--- config.mk ---
export PLATFORM = sky130hd
export DESIGN_NAME = cnsc_controller
export DESIGN_NICKNAME = d
export VERILOG_FILES = /design/src/design/cnsc_pkg.sv /design/src/design/cnsc_controller.sv
export SDC_FILE = /design/constraint.sdc
export NUM_CORES = 1
export LEC_CHECK = 0
export BUFFER_PORTS_ARGS = -buffer_cell sky130_fd_sc_hd__buf_4
export CAP_MARGIN = 20
export CORE_MARGIN = 2
export CORE_UTILIZATION = 45
export DETAILED_ROUTE_END_ITERATION = 10
export PLACE_DENSITY = 0.74
export SETUP_SLACK_MARGIN = 0.2
export SYNTH_ARGS = -nofsm -noshare
export SYNTH_HDL_FRONTEND = slang
export SYNTH_SLANG_ARGS = --single-unit
--- constraint.sdc ---
create_clock -name clk -period 2 [get_ports clk]
set_input_delay 0.2 -clock clk [delete_from_list [all_inputs] [get_ports clk]]
set_output_delay 0.2 -clock clk [all_outputs]
set_load 0.05 [all_outputs]
--- src/design/cnsc_pkg.sv ---
// Shared types, constants and helper functions of the natural-order string comparator.
package cnsc_pkg;

  localparam int MAX_LEN = 256;
  localparam int AW      = $clog2(MAX_LEN);
  localparam int CW      = $clog2(MAX_LEN + 1);

  typedef logic [63:0] u64_t;

  localparam u64_t SAT_MAX      = 64'h7FFF_FFFF_FFFF_FFFF;
  localparam u64_t MUL10_LIMIT  = SAT_MAX / 10;
  localparam u64_t ARABIC_LIMIT = 64'd922337203685477580;
  localparam logic [15:0] CJK_FLOOR = 16'h3000;

  localparam logic [1:0] CMD_APPEND_FIRST  = 2'd0;
  localparam logic [1:0] CMD_APPEND_SECOND = 2'd1;
  localparam logic [1:0] CMD_COMPARE       = 2'd2;

  localparam logic [1:0] VERDICT_UNDECIDED = 2'd0;
  localparam logic [1:0] VERDICT_LESS      = 2'd1;
  localparam logic [1:0] VERDICT_GREATER   = 2'd2;

  // Numeral values 10 to 14 are the unit characters.
  localparam logic [3:0] VAL_TEN      = 4'd10;
  localparam logic [3:0] VAL_HUNDRED  = 4'd11;
  localparam logic [3:0] VAL_THOUSAND = 4'd12;
  localparam logic [3:0] VAL_MYRIAD   = 4'd13;
  localparam logic [3:0] VAL_YI       = 4'd14;

  typedef enum logic [2:0] {
    CAT_PLAIN   = 3'd0,
    CAT_DIGIT   = 3'd1,
    CAT_NUMERAL = 3'd2,
    CAT_STEM    = 3'd3,
    CAT_BRANCH  = 3'd4,
    CAT_PART    = 3'd5
  } cat_t;

  typedef struct packed {
    cat_t       cat;
    logic [3:0] val;
  } glyph_t;

  typedef struct packed {
    logic clr;
    logic step;
    logic fin;
    logic arabic;
    logic single;
    logic [3:0] val;
  } lane_cmd_t;

  typedef struct packed {
    logic load_a;
    logic load_b;
    logic clear;
    logic init;
    logic begin_run;
    logic adv;
    logic step;
    logic fin;
  } dp_cmd_t;

  typedef struct packed {
    logic pre_undecided;
    logic cls_match;
    logic fold_eq;
    logic next_end;
    logic pos_end;
    logic in_a;
    logic in_b;
    logic busy;
    logic val_ne;
    logic val_lt;
    logic same;
  } dp_stat_t;

  function automatic glyph_t classify(input logic [15:0] c);
    glyph_t g;
    g = '{CAT_PLAIN, 4'd0};
    if (c >= 16'h0030 && c <= 16'h0039) begin
      g = '{CAT_DIGIT, c[3:0]};
    end else if (c >= CJK_FLOOR) begin
      case (c)
        16'h7532: g = '{CAT_STEM, 4'd1};
        16'h4E59: g = '{CAT_STEM, 4'd2};
        16'h4E19: g = '{CAT_STEM, 4'd3};
        16'h4E01: g = '{CAT_STEM, 4'd4};
        16'h620A: g = '{CAT_STEM, 4'd5};
        16'h5DF1: g = '{CAT_STEM, 4'd6};
        16'h5E9A: g = '{CAT_STEM, 4'd7};
        16'h8F9B: g = '{CAT_STEM, 4'd8};
        16'h58EC: g = '{CAT_STEM, 4'd9};
        16'h7678: g = '{CAT_STEM, 4'd10};
        16'h5B50: g = '{CAT_BRANCH, 4'd1};
        16'h4E11: g = '{CAT_BRANCH, 4'd2};
        16'h5BC5: g = '{CAT_BRANCH, 4'd3};
        16'h536F: g = '{CAT_BRANCH, 4'd4};
        16'h8FB0: g = '{CAT_BRANCH, 4'd5};
        16'h5DF3: g = '{CAT_BRANCH, 4'd6};
        16'h5348: g = '{CAT_BRANCH, 4'd7};
        16'h672A: g = '{CAT_BRANCH, 4'd8};
        16'h7533: g = '{CAT_BRANCH, 4'd9};
        16'h9149: g = '{CAT_BRANCH, 4'd10};
        16'h620C: g = '{CAT_BRANCH, 4'd11};
        16'h4EA5: g = '{CAT_BRANCH, 4'd12};
        16'h4E0A: g = '{CAT_PART, 4'd1};
        16'h4E2D: g = '{CAT_PART, 4'd2};
        16'h4E0B: g = '{CAT_PART, 4'd3};
        16'h3007, 16'h96F6: g = '{CAT_NUMERAL, 4'd0};
        16'h4E00, 16'h58F9: g = '{CAT_NUMERAL, 4'd1};
        16'h4E8C, 16'h4E24, 16'h8D30: g = '{CAT_NUMERAL, 4'd2};
        16'h4E09, 16'h53C1: g = '{CAT_NUMERAL, 4'd3};
        16'h56DB, 16'h8086: g = '{CAT_NUMERAL, 4'd4};
        16'h4E94, 16'h4F0D: g = '{CAT_NUMERAL, 4'd5};
        16'h516D, 16'h9646: g = '{CAT_NUMERAL, 4'd6};
        16'h4E03, 16'h67D2: g = '{CAT_NUMERAL, 4'd7};
        16'h516B, 16'h634C: g = '{CAT_NUMERAL, 4'd8};
        16'h4E5D, 16'h7396: g = '{CAT_NUMERAL, 4'd9};
        16'h5341, 16'h62FE: g = '{CAT_NUMERAL, VAL_TEN};
        16'h767E, 16'h4F70: g = '{CAT_NUMERAL, VAL_HUNDRED};
        16'h5343, 16'h4EDF: g = '{CAT_NUMERAL, VAL_THOUSAND};
        16'h4E07, 16'h842C: g = '{CAT_NUMERAL, VAL_MYRIAD};
        16'h4EBF, 16'h5104: g = '{CAT_NUMERAL, VAL_YI};
        default: g = '{CAT_PLAIN, 4'd0};
      endcase
    end
    return g;
  endfunction

  function automatic logic [15:0] fold(input logic [15:0] c);
    return (c >= 16'h0041 && c <= 16'h005A) ? c + 16'd32 : c;
  endfunction

  // Both operands are at most SAT_MAX, so the raw sum cannot wrap.
  function automatic u64_t sat_add(input u64_t a, input u64_t b);
    u64_t s;
    s = a + b;
    return s[63] ? SAT_MAX : s;
  endfunction

endpackage

--- src/design/cnsc_controller.sv ---
// Controller: request handshakes and the state machine that sequences the walk.
module cnsc_controller (
  input  logic               clk,
  input  logic               rst_n,
  input  logic               in_tvalid,
  output logic               in_tready,
  input  logic [1:0]         in_cmd,
  output logic               out_tvalid,
  input  logic               out_tready,
  output logic [1:0]         out_verdict,
  output cnsc_pkg::dp_cmd_t  dp_cmd,
  input  cnsc_pkg::dp_stat_t dp_stat
);

  typedef enum logic [6:0] {
    ST_IDLE  = 7'b000_0001,
    ST_FETCH = 7'b000_0010,
    ST_CLASS = 7'b000_0100,
    ST_RSTEP = 7'b000_1000,
    ST_RWAIT = 7'b001_0000,
    ST_CMPV  = 7'b010_0000,
    ST_OUT   = 7'b100_0000
  } state_t;

  state_t     state_r, state_nxt;
  logic [1:0] verdict_r, verdict_nxt;
  logic       accept;

  assign in_tready   = (state_r == ST_IDLE);
  assign accept      = in_tvalid && in_tready;
  assign out_tvalid  = (state_r == ST_OUT);
  assign out_verdict = verdict_r;

  always_comb begin
    state_nxt   = state_r;
    verdict_nxt = verdict_r;
    dp_cmd      = '0;
    unique case (state_r)
      ST_IDLE: begin
        if (accept) begin
          case (in_cmd)
            cnsc_pkg::CMD_APPEND_FIRST:  dp_cmd.load_a = 1'b1;
            cnsc_pkg::CMD_APPEND_SECOND: dp_cmd.load_b = 1'b1;
            cnsc_pkg::CMD_COMPARE: begin
              verdict_nxt = cnsc_pkg::VERDICT_UNDECIDED;
              if (dp_stat.pre_undecided) begin
                state_nxt = ST_OUT;
              end else begin
                dp_cmd.init = 1'b1;
                state_nxt   = ST_FETCH;
              end
            end
            default: ;
          endcase
        end
      end
      ST_FETCH: state_nxt = ST_CLASS;
      ST_CLASS: begin
        if (dp_stat.cls_match) begin
          dp_cmd.begin_run = 1'b1;
          state_nxt        = ST_RSTEP;
        end else if (!dp_stat.fold_eq || dp_stat.next_end) begin
          state_nxt = ST_OUT;
        end else begin
          dp_cmd.adv = 1'b1;
          state_nxt  = ST_FETCH;
        end
      end
      ST_RSTEP: begin
        if (!dp_stat.in_a && !dp_stat.in_b) begin
          dp_cmd.fin = 1'b1;
          state_nxt  = ST_CMPV;
        end else begin
          dp_cmd.step = 1'b1;
          state_nxt   = ST_RWAIT;
        end
      end
      ST_RWAIT: begin
        if (!dp_stat.busy) state_nxt = ST_RSTEP;
      end
      ST_CMPV: begin
        if (dp_stat.val_ne) begin
          verdict_nxt = dp_stat.val_lt ? cnsc_pkg::VERDICT_LESS : cnsc_pkg::VERDICT_GREATER;
          state_nxt   = ST_OUT;
        end else if (!dp_stat.same || dp_stat.pos_end) begin
          state_nxt = ST_OUT;
        end else begin
          state_nxt = ST_CLASS;
        end
      end
      ST_OUT: begin
        if (out_tready) begin
          dp_cmd.clear = 1'b1;
          state_nxt    = ST_IDLE;
        end
      end
      default: state_nxt = ST_IDLE;
    endcase
  end

  always_ff @(posedge clk) begin
    if (!rst_n) begin
      state_r   <= ST_IDLE;
      verdict_r <= cnsc_pkg::VERDICT_UNDECIDED;
    end else begin
      state_r   <= state_nxt;
      verdict_r <= verdict_nxt;
    end
  end

endmodule

==> results.cfg <==
[status]
outcome = finished, violations left
failed_checks = negative setup slack

[setup_path]
cpPeakStageDelay_ps = 470
cp.required_ps = 1800
arrival_ps = 1860
path_cells = or3_4 -> or4_4 -> nor3_4 -> buf_6
r2r_setup_slack_ps = 120
timing.rr.end = state_r[1]
crit_slowest_cell = or4_4
rr_startpoint = state_r[1]
reg2reg_depth = 5
endpoint_kind = output pin
crit_start = state_r[1]
crit_fanout = 3
worstSetupEndpoint = dp_cmd[2]
path_class = reg2out
start_kind = flip-flop

[cells_and_area]
post-route-util_pct = 90.0
n_antenna_cell = 0
layout.nets = 147
fillers = 60
areaGrowthSynthToFinish_pct = 80.6
drive_gt1_share_pct = 57.4
fin_cells = 144

[clock_tree]
clk_latency_ps = 280
numCtsBuffers = 3
cts.sinks = 9
cts_root_buffer = clkbuf_4
clk_pin_slew_ps = 70
cts_tree = yes
cts_htree_levels = 1
cts.path.max_buffers = 2

[floorplan]
fp.dieW_um = 42.4
io_pins = 29
dieArea_mm2 = 0.00180
rows = 13
design.core.area_mm2 = 0.00133
die_y_um = 42.4
start_util_pct = 49.8

[timing]
timing.fmax_mhz = 486
slew_violations = 0
finClkSkew_ps = 1.45
holdWs_ps = 197
hold_violations = 0
grt_setup_unrepaired = yes
fin_setup_tns_ps = -59.6
worst_pin_slew_ps = 333
setup_viol = 1
timing.final.crit_share_pct = 103
maxSlewHeadroom_pct = 77.5
layout_min_cycle_time_ps = 2060
setup_slack_ps = -59.6

[yosys]
synth_top_area_share_pct = 27.1
syn_inst = 85
ys_dominant_reg_cell = dfxtp_1
yosysSeqAreaShare_pct = 27.1
async_flop_share_pct = 0
ys_warn_count = 0
synth_nets = 102
ys_ff_latch = 9
avgSynthCellArea_um2 = 7.82
yosysMostFrequentCell = dfxtp_1
synthTopCellsByArea = dfxtp_1 (27%), nor3_1 (5.3%), nor2_1 (4.0%), nor2b_1 (3.8%), a32o_1 (3.0%)
synth_edf_count = 0
synth_cell_type_count = 39
syn_area_um2 = 664
synth_common_cells = dfxtp_1 (9), nor2_1 (7), nor3_1 (7), inv_1 (5), nand2_1 (5)
yosys.area.top_type = dfxtp_1

[routing]
dr.pass1.iters = 6
vias_per_cell = 6.30
drc = 0
dr.first_iter.drc_count = 31
ant_nets = 0
wirelength_mm = 2.67
vias = 907
wire_per_inst_um = 18.5

[worst_hold_path]
hold_path_depth = 2
min_path_type = in2reg
hold_start = rst_n

[power_and_ir_drop]
leakage_nw = 0.535
report.power.total_uw = 444
ir_worst_vdd_mv = 0.307
p_per_area_mw_per_mm2 = 370

[placement]
placed_cells = 128
io_buffers = 28
gp_congestion = 0.782
hpwl_mm = 1.48

[grt]
grt_pass1_vias = 791
grtUsageTotal_pct = 25.4
grt_antenna_before_repair = 0
grt_max_degree = 10
grt-ovfl-total = 0
grt_pass1_wl_mm = 3.50

[flow_run]
maxCapViolations = 0
[cell type report]
class	count	area, um2	share of cell area, %
Sequential cell	9	199	16.6
Tap cell	15	18.8	1.56
Clock buffer	3	22.5	1.88
Multi-Input combinational cell	67	557	46.4
Clock inverter	1	5.00	0.417
Inverter	5	18.8	1.56
Timing Repair Buffer	44	379	31.6
[worst max-delay path, delay by kind of cell, from the launching register on]
kind | cells | cell delay, ps
AND/OR/NAND/NOR | 3 | 1060
flip-flops | 1 | 340
buffers and inverters | 1 | 180
[through the flow]
step / setup WS [ps] / cell area [um2]
CTS: -59.7 / 1110
global route: -97.7 / 1200
finish: -59.6 / 1200
floorplan: 38.6 / 742
global placement: 183 / 978
detailed placement: 151 / 978
[state kept, by name, indices dropped and copies added, names as in the netlist]
| signal | flops |
|---|---|
| state_r | 7 |
| out_verdict | 2 |
[layer usage]
metal	vias up	wire [um]	global-route usage (%)	share of wire [%]
li1	405	-	-	-
met1	421	907	26.0	34
met2	62	1440	49.5	54
met3	19	229	6.90	8.6
met4	0	93	6.88	3.5
met5	-	0	0	0
[placed cells by master (no fill, tap or decap), types with 2 or more instances in the layout]
cell type / instances
and2_1: 2
dfxtp_4: 4
clkbuf_4: 3
buf_4: 33
nor3_4: 5
buf_6: 9
nand3b_1: 2
dfxtp_2: 3
nor3_1: 2
o21ai_0: 4
nor2_1: 5
dfxtp_1: 2
buf_8: 2
a32o_1: 2
nand2_1: 4
nor2b_1: 4
nor3b_1: 2
nand2b_1: 3
and3_1: 2
inv_1: 5
[cells by family after synthesis]
family,after synthesis,share of synthesized area (%)
and+or+nand+nor,48,44.6
AOI/OAI and AO/OA,18,20.7
DFF,9,27.1
buffers and inverters,9,6.21
xor gates and xnor gates,1,1.32
[worst min-delay path by stage]
| stage | endpoint |
|---|---|
| final | state_r[4] |
| after CTS | out_verdict[0] |
| after global placement | out_verdict[1] |
| after global routing | out_verdict[0] |
| after detailed placement | out_verdict[0] |
| after floorplan | state_r[4] |
[where the power goes]
group | switching (mW) | total, mW | internal, mW
logic | 0.0592 | 0.113 | 0.0533
registers | 0.00154 | 0.177 | 0.176
clock network | 0.0800 | 0.154 | 0.0743
[repair_timing]
item,CTS,global route
buffers inserted,6,6
setup endpoints to repair,10,8
resized for setup,16,15
cloned,0,0
hold buffers,0,0
pin swaps,6,8
Power figures use the tool's default switching activity.
